**src/hdl/assert_macros.svh**
```systemverilog
// ----------------------------------------------------------------------------
// Assertion macros
// Clocked assertion shorthands used by the matrix inverse top level.
// ----------------------------------------------------------------------------
`ifndef ASSERT_MACROS_SVH
`define ASSERT_MACROS_SVH

// check outside reset
`define MI3_ASSERT(lbl, prop, msg) \
  lbl: assert property (@(posedge clk) disable iff (!rst_n) prop) else $error(msg);

// check at every edge, reset included
`define MI3_ASSERT_ALWAYS(lbl, prop, msg) \
  lbl: assert property (@(posedge clk) prop) else $error(msg);

`endif

```
**src/hdl/mi3_pkg.sv**
```systemverilog
// ----------------------------------------------------------------------------
// mi3_pkg
// Shared constants and types of the 3x3 matrix inverse pipeline.
// ----------------------------------------------------------------------------
package mi3_pkg;

  localparam int FRAC_BITS_DEF = 16;
  localparam int ELEM_W        = 32;
  localparam int NUM_ELEM      = 9;
  localparam int THR_W         = 31;
  localparam int PROD_W        = 64;
  localparam int COF_W         = 65;
  localparam int MAG_W         = 64;
  localparam int TERM_W        = 97;
  localparam int DET_W         = 99;
  localparam int DIV_W         = 96;
  localparam int Q_W           = 32;
  localparam int FRONT_ST      = 6;
  localparam int LANE_ST       = Q_W + 1;
  localparam int NUM_ST        = FRONT_ST + LANE_ST + 1;

  typedef struct packed {
    logic [MAG_W-1:0] mag;
    logic             neg;
    logic [DIV_W-1:0] dvs;
    logic             sing;
  } lane_in_t;

  typedef struct packed {
    logic [Q_W-1:0] q;
    logic           ovf;
    logic           neg;
    logic           sing;
  } lane_out_t;

endpackage

```
**src/hdl/mi3_merge.sv**
```systemverilog
// ----------------------------------------------------------------------------
// mi3_merge
// Saturate and sign the lane quotients, zero a singular word, combine the flags, output register.
// ----------------------------------------------------------------------------
module mi3_merge (
  input  logic                                         clk,
  input  logic                                         en,
  input  mi3_pkg::lane_out_t                           lane_out [mi3_pkg::NUM_ELEM],
  output logic [mi3_pkg::NUM_ELEM*mi3_pkg::ELEM_W-1:0] data_r,
  output logic                                         sing_r,
  output logic                                         sat_r
);

  localparam int EW = mi3_pkg::ELEM_W;
  localparam logic [EW-1:0] POS_MAX = {1'b0, {(EW-1){1'b1}}};
  localparam logic [EW-1:0] NEG_MAG = {1'b1, {(EW-1){1'b0}}};

  logic [mi3_pkg::NUM_ELEM*EW-1:0] data_nxt;
  logic [mi3_pkg::NUM_ELEM-1:0]    clip;

  always_comb begin
    logic [EW-1:0] lim;
    logic [EW-1:0] v;
    for (int i = 0; i < mi3_pkg::NUM_ELEM; i++) begin
      lim     = lane_out[i].neg ? NEG_MAG : POS_MAX;
      clip[i] = lane_out[i].ovf || (lane_out[i].q > lim);
      v       = clip[i] ? lim : lane_out[i].q;
      data_nxt[i*EW +: EW] = lane_out[0].sing ? '0 : (lane_out[i].neg ? -v : v);
    end
  end

  always_ff @(posedge clk) begin
    if (en) begin
      data_r <= data_nxt;
      sing_r <= lane_out[0].sing;
      sat_r  <= !lane_out[0].sing && (|clip);
    end
  end

endmodule
```
**config.mk**
```make
export PLATFORM = sky130hd
export DESIGN_NAME = mi3_merge
export DESIGN_NICKNAME = d
export VERILOG_FILES = /design/src/hdl/assert_macros.svh /design/src/hdl/mi3_pkg.sv /design/src/hdl/mi3_merge.sv
export SDC_FILE = /design/constraint.sdc
export NUM_CORES = 1
export LEC_CHECK = 0
export BUFFER_PORTS_ARGS = -buffer_cell sky130_fd_sc_hd__clkbuf_2
export CAP_MARGIN = 20
export CORE_ASPECT_RATIO = 1.25
export CORE_UTILIZATION = 40
export CTS_CLUSTER_DIAMETER = 50
export DETAILED_ROUTE_END_ITERATION = 8
export GPL_ROUTABILITY_DRIVEN = 1
export SLEW_MARGIN = 10
export SYNTH_ARGS = -nofsm -noshare
export SYNTH_HDL_FRONTEND = slang
export SYNTH_SLANG_ARGS = --single-unit
```
**constraint.sdc**
```tcl
create_clock -name clk -period 14.6 [get_ports clk]
set_input_delay 0.73 -clock clk [delete_from_list [all_inputs] [get_ports clk]]
set_output_delay 0.73 -clock clk [all_outputs]
set_load 0.02 [all_outputs]
```
# Word level (Yosys, flattened, before mapping)
# Cells that the tools add are included.
# word_totals
ff_bits,290
in_bits,317
out_inout_bits,290
elab_cells,60
# classes
addsub,9
n_lt_le_gt_ge,9
n_mux,27
reduce_logical,12
# op_table
op,count
$mux W32,27
$gt A32 B32 Y1,9
$neg A32 Y32,9
$logic_or A1 B1 Y1,9
$reduce_or A9 Y1,1
$logic_and A1 B1 Y1,1
$logic_not A1 Y1,1

# Logic depth before layout (Yosys ltp)
# logic_depth
word_depth,6
mapped_depth,23
mapped_depth_nobuf,19

# Least setup slack after synthesis
# Ideal clock, no wire load.
# synth_timing
kind,input to register
from,in lane_out[106] (netlist name)
to,"reg data_r[186] (netlist name), data pin"
setup_ns,0.255
t_arrival_ns,5.535
required_time_ns,14.345
path_slack_ns,8.810
cell_stages,22
path_buffers,5
cell_sequence,clkbuf_1 clkinv_1 clkbuf_1 ha_1 nand4_1 or4_1 nor2_1 a21oi_1 or3_1 buf_2 buf_2 o21ai_0 ha_1 clkbuf_1 inv_1 nor3b_1 a21o_1 nand2_1 or3_1 nor3_2 o221ai_1 and3_1
# synth_via
elab_chain_cells,6
# synth_rtl
item,line,source
from (decl),mi3_merge.sv:8,"input mi3_pkg::lane_out_t lane_out [mi3_pkg::NUM_ELEM],"
$mux W32,mi3_merge.sv:25,lim = lane_out[i].neg ? NEG_MAG : POS_MAX;
$gt A32 B32 Y1,mi3_merge.sv:26,clip[i] = lane_out[i].ovf || (lane_out[i].q > lim);
$logic_or A1 B1 Y1,mi3_merge.sv:26,
$mux W32,mi3_merge.sv:27,v = clip[i] ? lim : lane_out[i].q;
$neg A32 Y32,mi3_merge.sv:28,data_nxt[i*EW +: EW] = lane_out[0].sing ? '0 : (lane_out[i].neg ? -v : v);
$mux W32 (*),mi3_merge.sv:28,
to (signal assigned),mi3_merge.sv:34,data_r <= data_nxt;
to (decl),mi3_merge.sv:9,"output logic [mi3_pkg::NUM_ELEM*mi3_pkg::ELEM_W-1:0] data_r,"
# Every way passes the cells marked *; elsewhere a longest branch is shown, timed or not.
# A chain may end at the register's enable or synchronous reset.

# Worst setup path after layout
# Same ends and word-level chain as after synthesis.

==> impl_summary.log <==
INFO  metric crit_path_max_fanout = 48
INFO  metric design.die.area = 0.0692 mm2
INFO  metric fmax = roughly 0.14 GHz
INFO  metric detailed_place_hpwl = 69300 um
INFO  metric synth_enable_flop_cells = 290
INFO  metric clock_tree_from_tritoncts = built
INFO  metric cp-end-kind = flop
INFO  metric clock_slew_at_the_register_clock_pins_of_the_worst_setup_and_hold_paths = around 60 ps
INFO  metric post_synth.cell_area_avg = 8.51 um2
INFO  metric reported_net_switching_power = 1.05 mW
INFO  metric min_path_cells = 2
INFO  metric synth.cells.most_frequent = 360 x nor2_1, 317 x a21oi_1, 304 x nand2_1
INFO  metric share_of_final_layout_standard_cells_stronger_than_drive_strength_1 = between 20% and 30%
INFO  metric ioPinCount = 607
INFO  metric row_count = 106
INFO  metric dominantRegCellSynth = edfxtp_1
INFO  metric power.ir.vdd_worst = 0.0000837 V
INFO  metric synth_simple_gate_area_share = between 20% and 30%
INFO  metric synthMostInstantiatedCell = nor2_1
INFO  metric synthTopCellsByArea = edfxtp_1 32%, ha_1 14%, a21oi_1 5.8%, nor2_1 5.0%, o21ai_0 4.5%
INFO  metric report.final.setup_viol = 0
INFO  metric drt.antenna.violating_nets = 0
INFO  metric ys_seq_elements = 290
INFO  metric fraction_of_power_spent_switching_nets = 35.3%
INFO  metric cts_hold_buffers = 0
INFO  metric synth.net_count = 3817
INFO  metric die_w = between 200 and 250 um
INFO  metric vias_per_cell = 5.92
INFO  metric htree_num_levels = 2
INFO  metric clockBufferDepth = 3
INFO  metric worstSetupStartpointType = primary input
INFO  metric synth_top_family_by_area = compound AO/OA/AOI/OAI gates
INFO  metric post_cts.resized_instances = 0
INFO  metric total_power = around 3 mW
INFO  metric power.sequential.fraction = a little over a third
INFO  metric synthCells = 3203
INFO  metric first_iter_violations = 1724
INFO  metric num-nets-final = 4325
INFO  metric timing.final.hold_violations = 0
INFO  metric floorplan.initialDensity = 40.6%
INFO  metric pwr-share-comb = 28.4%
INFO  metric async_reset_ff_share = 0%
INFO  metric relSlewSlack = 34.1%
INFO  metric outcome = completed
INFO  metric port_buf_inserts = 598
INFO  metric grt_max_degree = 166
INFO  metric yosysSeqAreaShare = 32.0%
INFO  metric yosysWarningCount = 0
INFO  metric yosys-mux-area-fraction = 4.38%
INFO  metric tns_setup = 0 ps
INFO  metric synth_top_area_share = 32.0%
INFO  metric timing.critical_path.required = 14920 ps
INFO  metric drv.max_cap_violation_count = 0
INFO  metric post-cts-setup-buffer-count = 0
INFO  metric netlist.top_cell.by_area = edfxtp_1
INFO  metric leakage = between 10 and 15 nW
INFO  metric cts_num_sinks = 290
INFO  metric synth_area_in_compound_gates = between 20% and 30%
INFO  metric gr-usage-all-layers = between 20% and 30%
INFO  metric ratio_of_final_minimum_period_to_clock_period = 48.2%
INFO  metric design.core.area = 0.0671 mm2
INFO  metric synth_cell_types = 96
INFO  metric power-per-cell-area = 91.6 mW/mm2
INFO  metric synth_xor_area_share = less than 1%
INFO  metric globalRouteOverflowTotal = 0
INFO  metric period_minus_slack = 7040 ps
INFO  metric detail_route.wl_per_cell = 20.5 um
INFO  metric wire_length_of_the_first_global_routing_pass = 145000 um
INFO  metric cp.arrival = 7360 ps
INFO  metric slew_at_the_pin_with_the_worst_max_slew_slack = 988 ps
INFO  metric clk_root_buffer_cell = clkbuf_16
INFO  metric drcViolationCount = 0
INFO  metric routed_wirelength = 94500 um
INFO  metric mappedNetlistArea = 0.0273 mm2
INFO  metric syn2layout_area_growth = 19.3%
INFO  metric hold_path.class = in -> reg
INFO  metric gpl.final_weighted_congestion = 0.927
INFO  metric chipHeight = 294 um
INFO  metric synth_fa_ha_area_share = between 10% and 20%
INFO  metric timing_worst_setup_path_type = in -> reg
INFO  metric first_global_vias = 24921
INFO  metric rsz0062_at_grt = false
INFO  metric power.clock.fraction = 36.6%
INFO  metric numCtsBuffers = 46
INFO  metric cell_internal_pwr = 1.93 mW
INFO  metric initial_antenna_violation_count = 20
INFO  metric first_pass_iters = 5
INFO  metric slew_viol_final = 0
INFO  metric route.vias.total = about 27000
## power groups by stage
stage | Clock, mW | Combinational (mW) | Sequential (mW)
after floorplan | 0 | 0.398 | 1.16
after global placement | 0 | 0.834 | 1.06
after detailed placement | 0 | 0.841 | 1.06
after CTS | 1.12 | 0.845 | 1.04
after global routing | 1.15 | 0.933 | 1.05
final | 1.09 | 0.844 | 1.04
## registers in the layout, indices dropped and copies added (netlist names)
name and flops:
sat_r 1, data_r 288, sing_r 1
## worst max-delay path, stage by stage
cell      delay [ps]
clkbuf_2          80
buf_4            330
clkinv_1         800
ha_1             630
nand4_1          170
or4_1            510
nor2_1           150
a21oi_1          100
or3_2            880
o21ai_0          400
ha_1             500
inv_1            230
nor3b_1          400
a21o_1           330
nand2_1          100
or3_1            360
nor3_2           240
o221ai_1         170
and3_1           220
## path summary, 6_finish.rpt
path / from / endpoint / slack, ps
max: lane_out[106] / data_r[186] / 7560
min: lane_out[279] / data_r[63] / 530
## cell usage in the layout, fill, tap and decap left out, types with 18 or more instances in the layout
| cell type | count |
|---|---|
| nand2_1 | 304 |
| nor3_1 | 138 |
| o31ai_1 | 34 |
| nor2_1 | 360 |
| o21ai_0 | 245 |
| or2_2 | 19 |
| nand2b_1 | 35 |
| nand4_1 | 77 |
| ha_1 | 297 |
| o32ai_1 | 18 |
| edfxtp_1 | 290 |
| a211oi_1 | 43 |
| nor2b_1 | 22 |
| a21oi_1 | 316 |
| buf_4 | 36 |
| inv_1 | 58 |
| o21a_1 | 20 |
| a21o_1 | 53 |
| clkbuf_2 | 596 |
| a31oi_1 | 26 |
| mux2_2 | 58 |
| a221oi_1 | 34 |
| o211ai_1 | 23 |
| mux2i_1 | 54 |
| nor4_1 | 58 |
| clkbuf_16 | 46 |
| nand3_1 | 61 |
| or3_1 | 61 |
| o22a_1 | 26 |
## final cells by class
type,count,area (um2)
tap,864,1080
fill,6614,34600
antenna,3,7.51
clock buffer,46,1150
sequential,290,8710
clock inverter,39,367
multi-input combinational,2675,17700
timing repair buffer,636,3320
inverter,62,233
## layer usage
layer	wire length, um	share of wire [%]	vias up	global-route usage (%)
li1	-	-	13420	-
met3	6820	7.2	173	6.53
met4	2500	2.6	34	7.81
met2	46100	49	875	45.2
met5	237	0.25	-	0
met1	38800	41	12811	32.4
## metrics by stage
stage | std cells | hold WS (ps) | setup WS (ps) | util, % | area [um2]
global route | 4615 | 535 | 7130 | 48.5 | 32500
detailed placement | 4527 | 1110 | 7140 | 46.2 | 31000
global placement | 4527 | 1100 | 7120 | 46.2 | 31000
floorplan | 3203 | 829 | 8810 | - | 27300
finish | 4615 | 525 | 7560 | 48.5 | 32500
CTS | 4612 | 490 | 7720 | 48.5 | 32500
## logic make-up (layout without fill, tap and decap cells)
logic type	after synthesis	in the layout
adder cells (fa/ha/maj)	297	297
buffers and inverters	238	783
AO/OA/AOI/OAI	992	992
flip-flops	290	290
AND/OR/NAND/NOR	1253	1253
other	0	3
XOR/XNOR	21	21
multiplexers	112	112
Power figures use the tool's default switching activity.
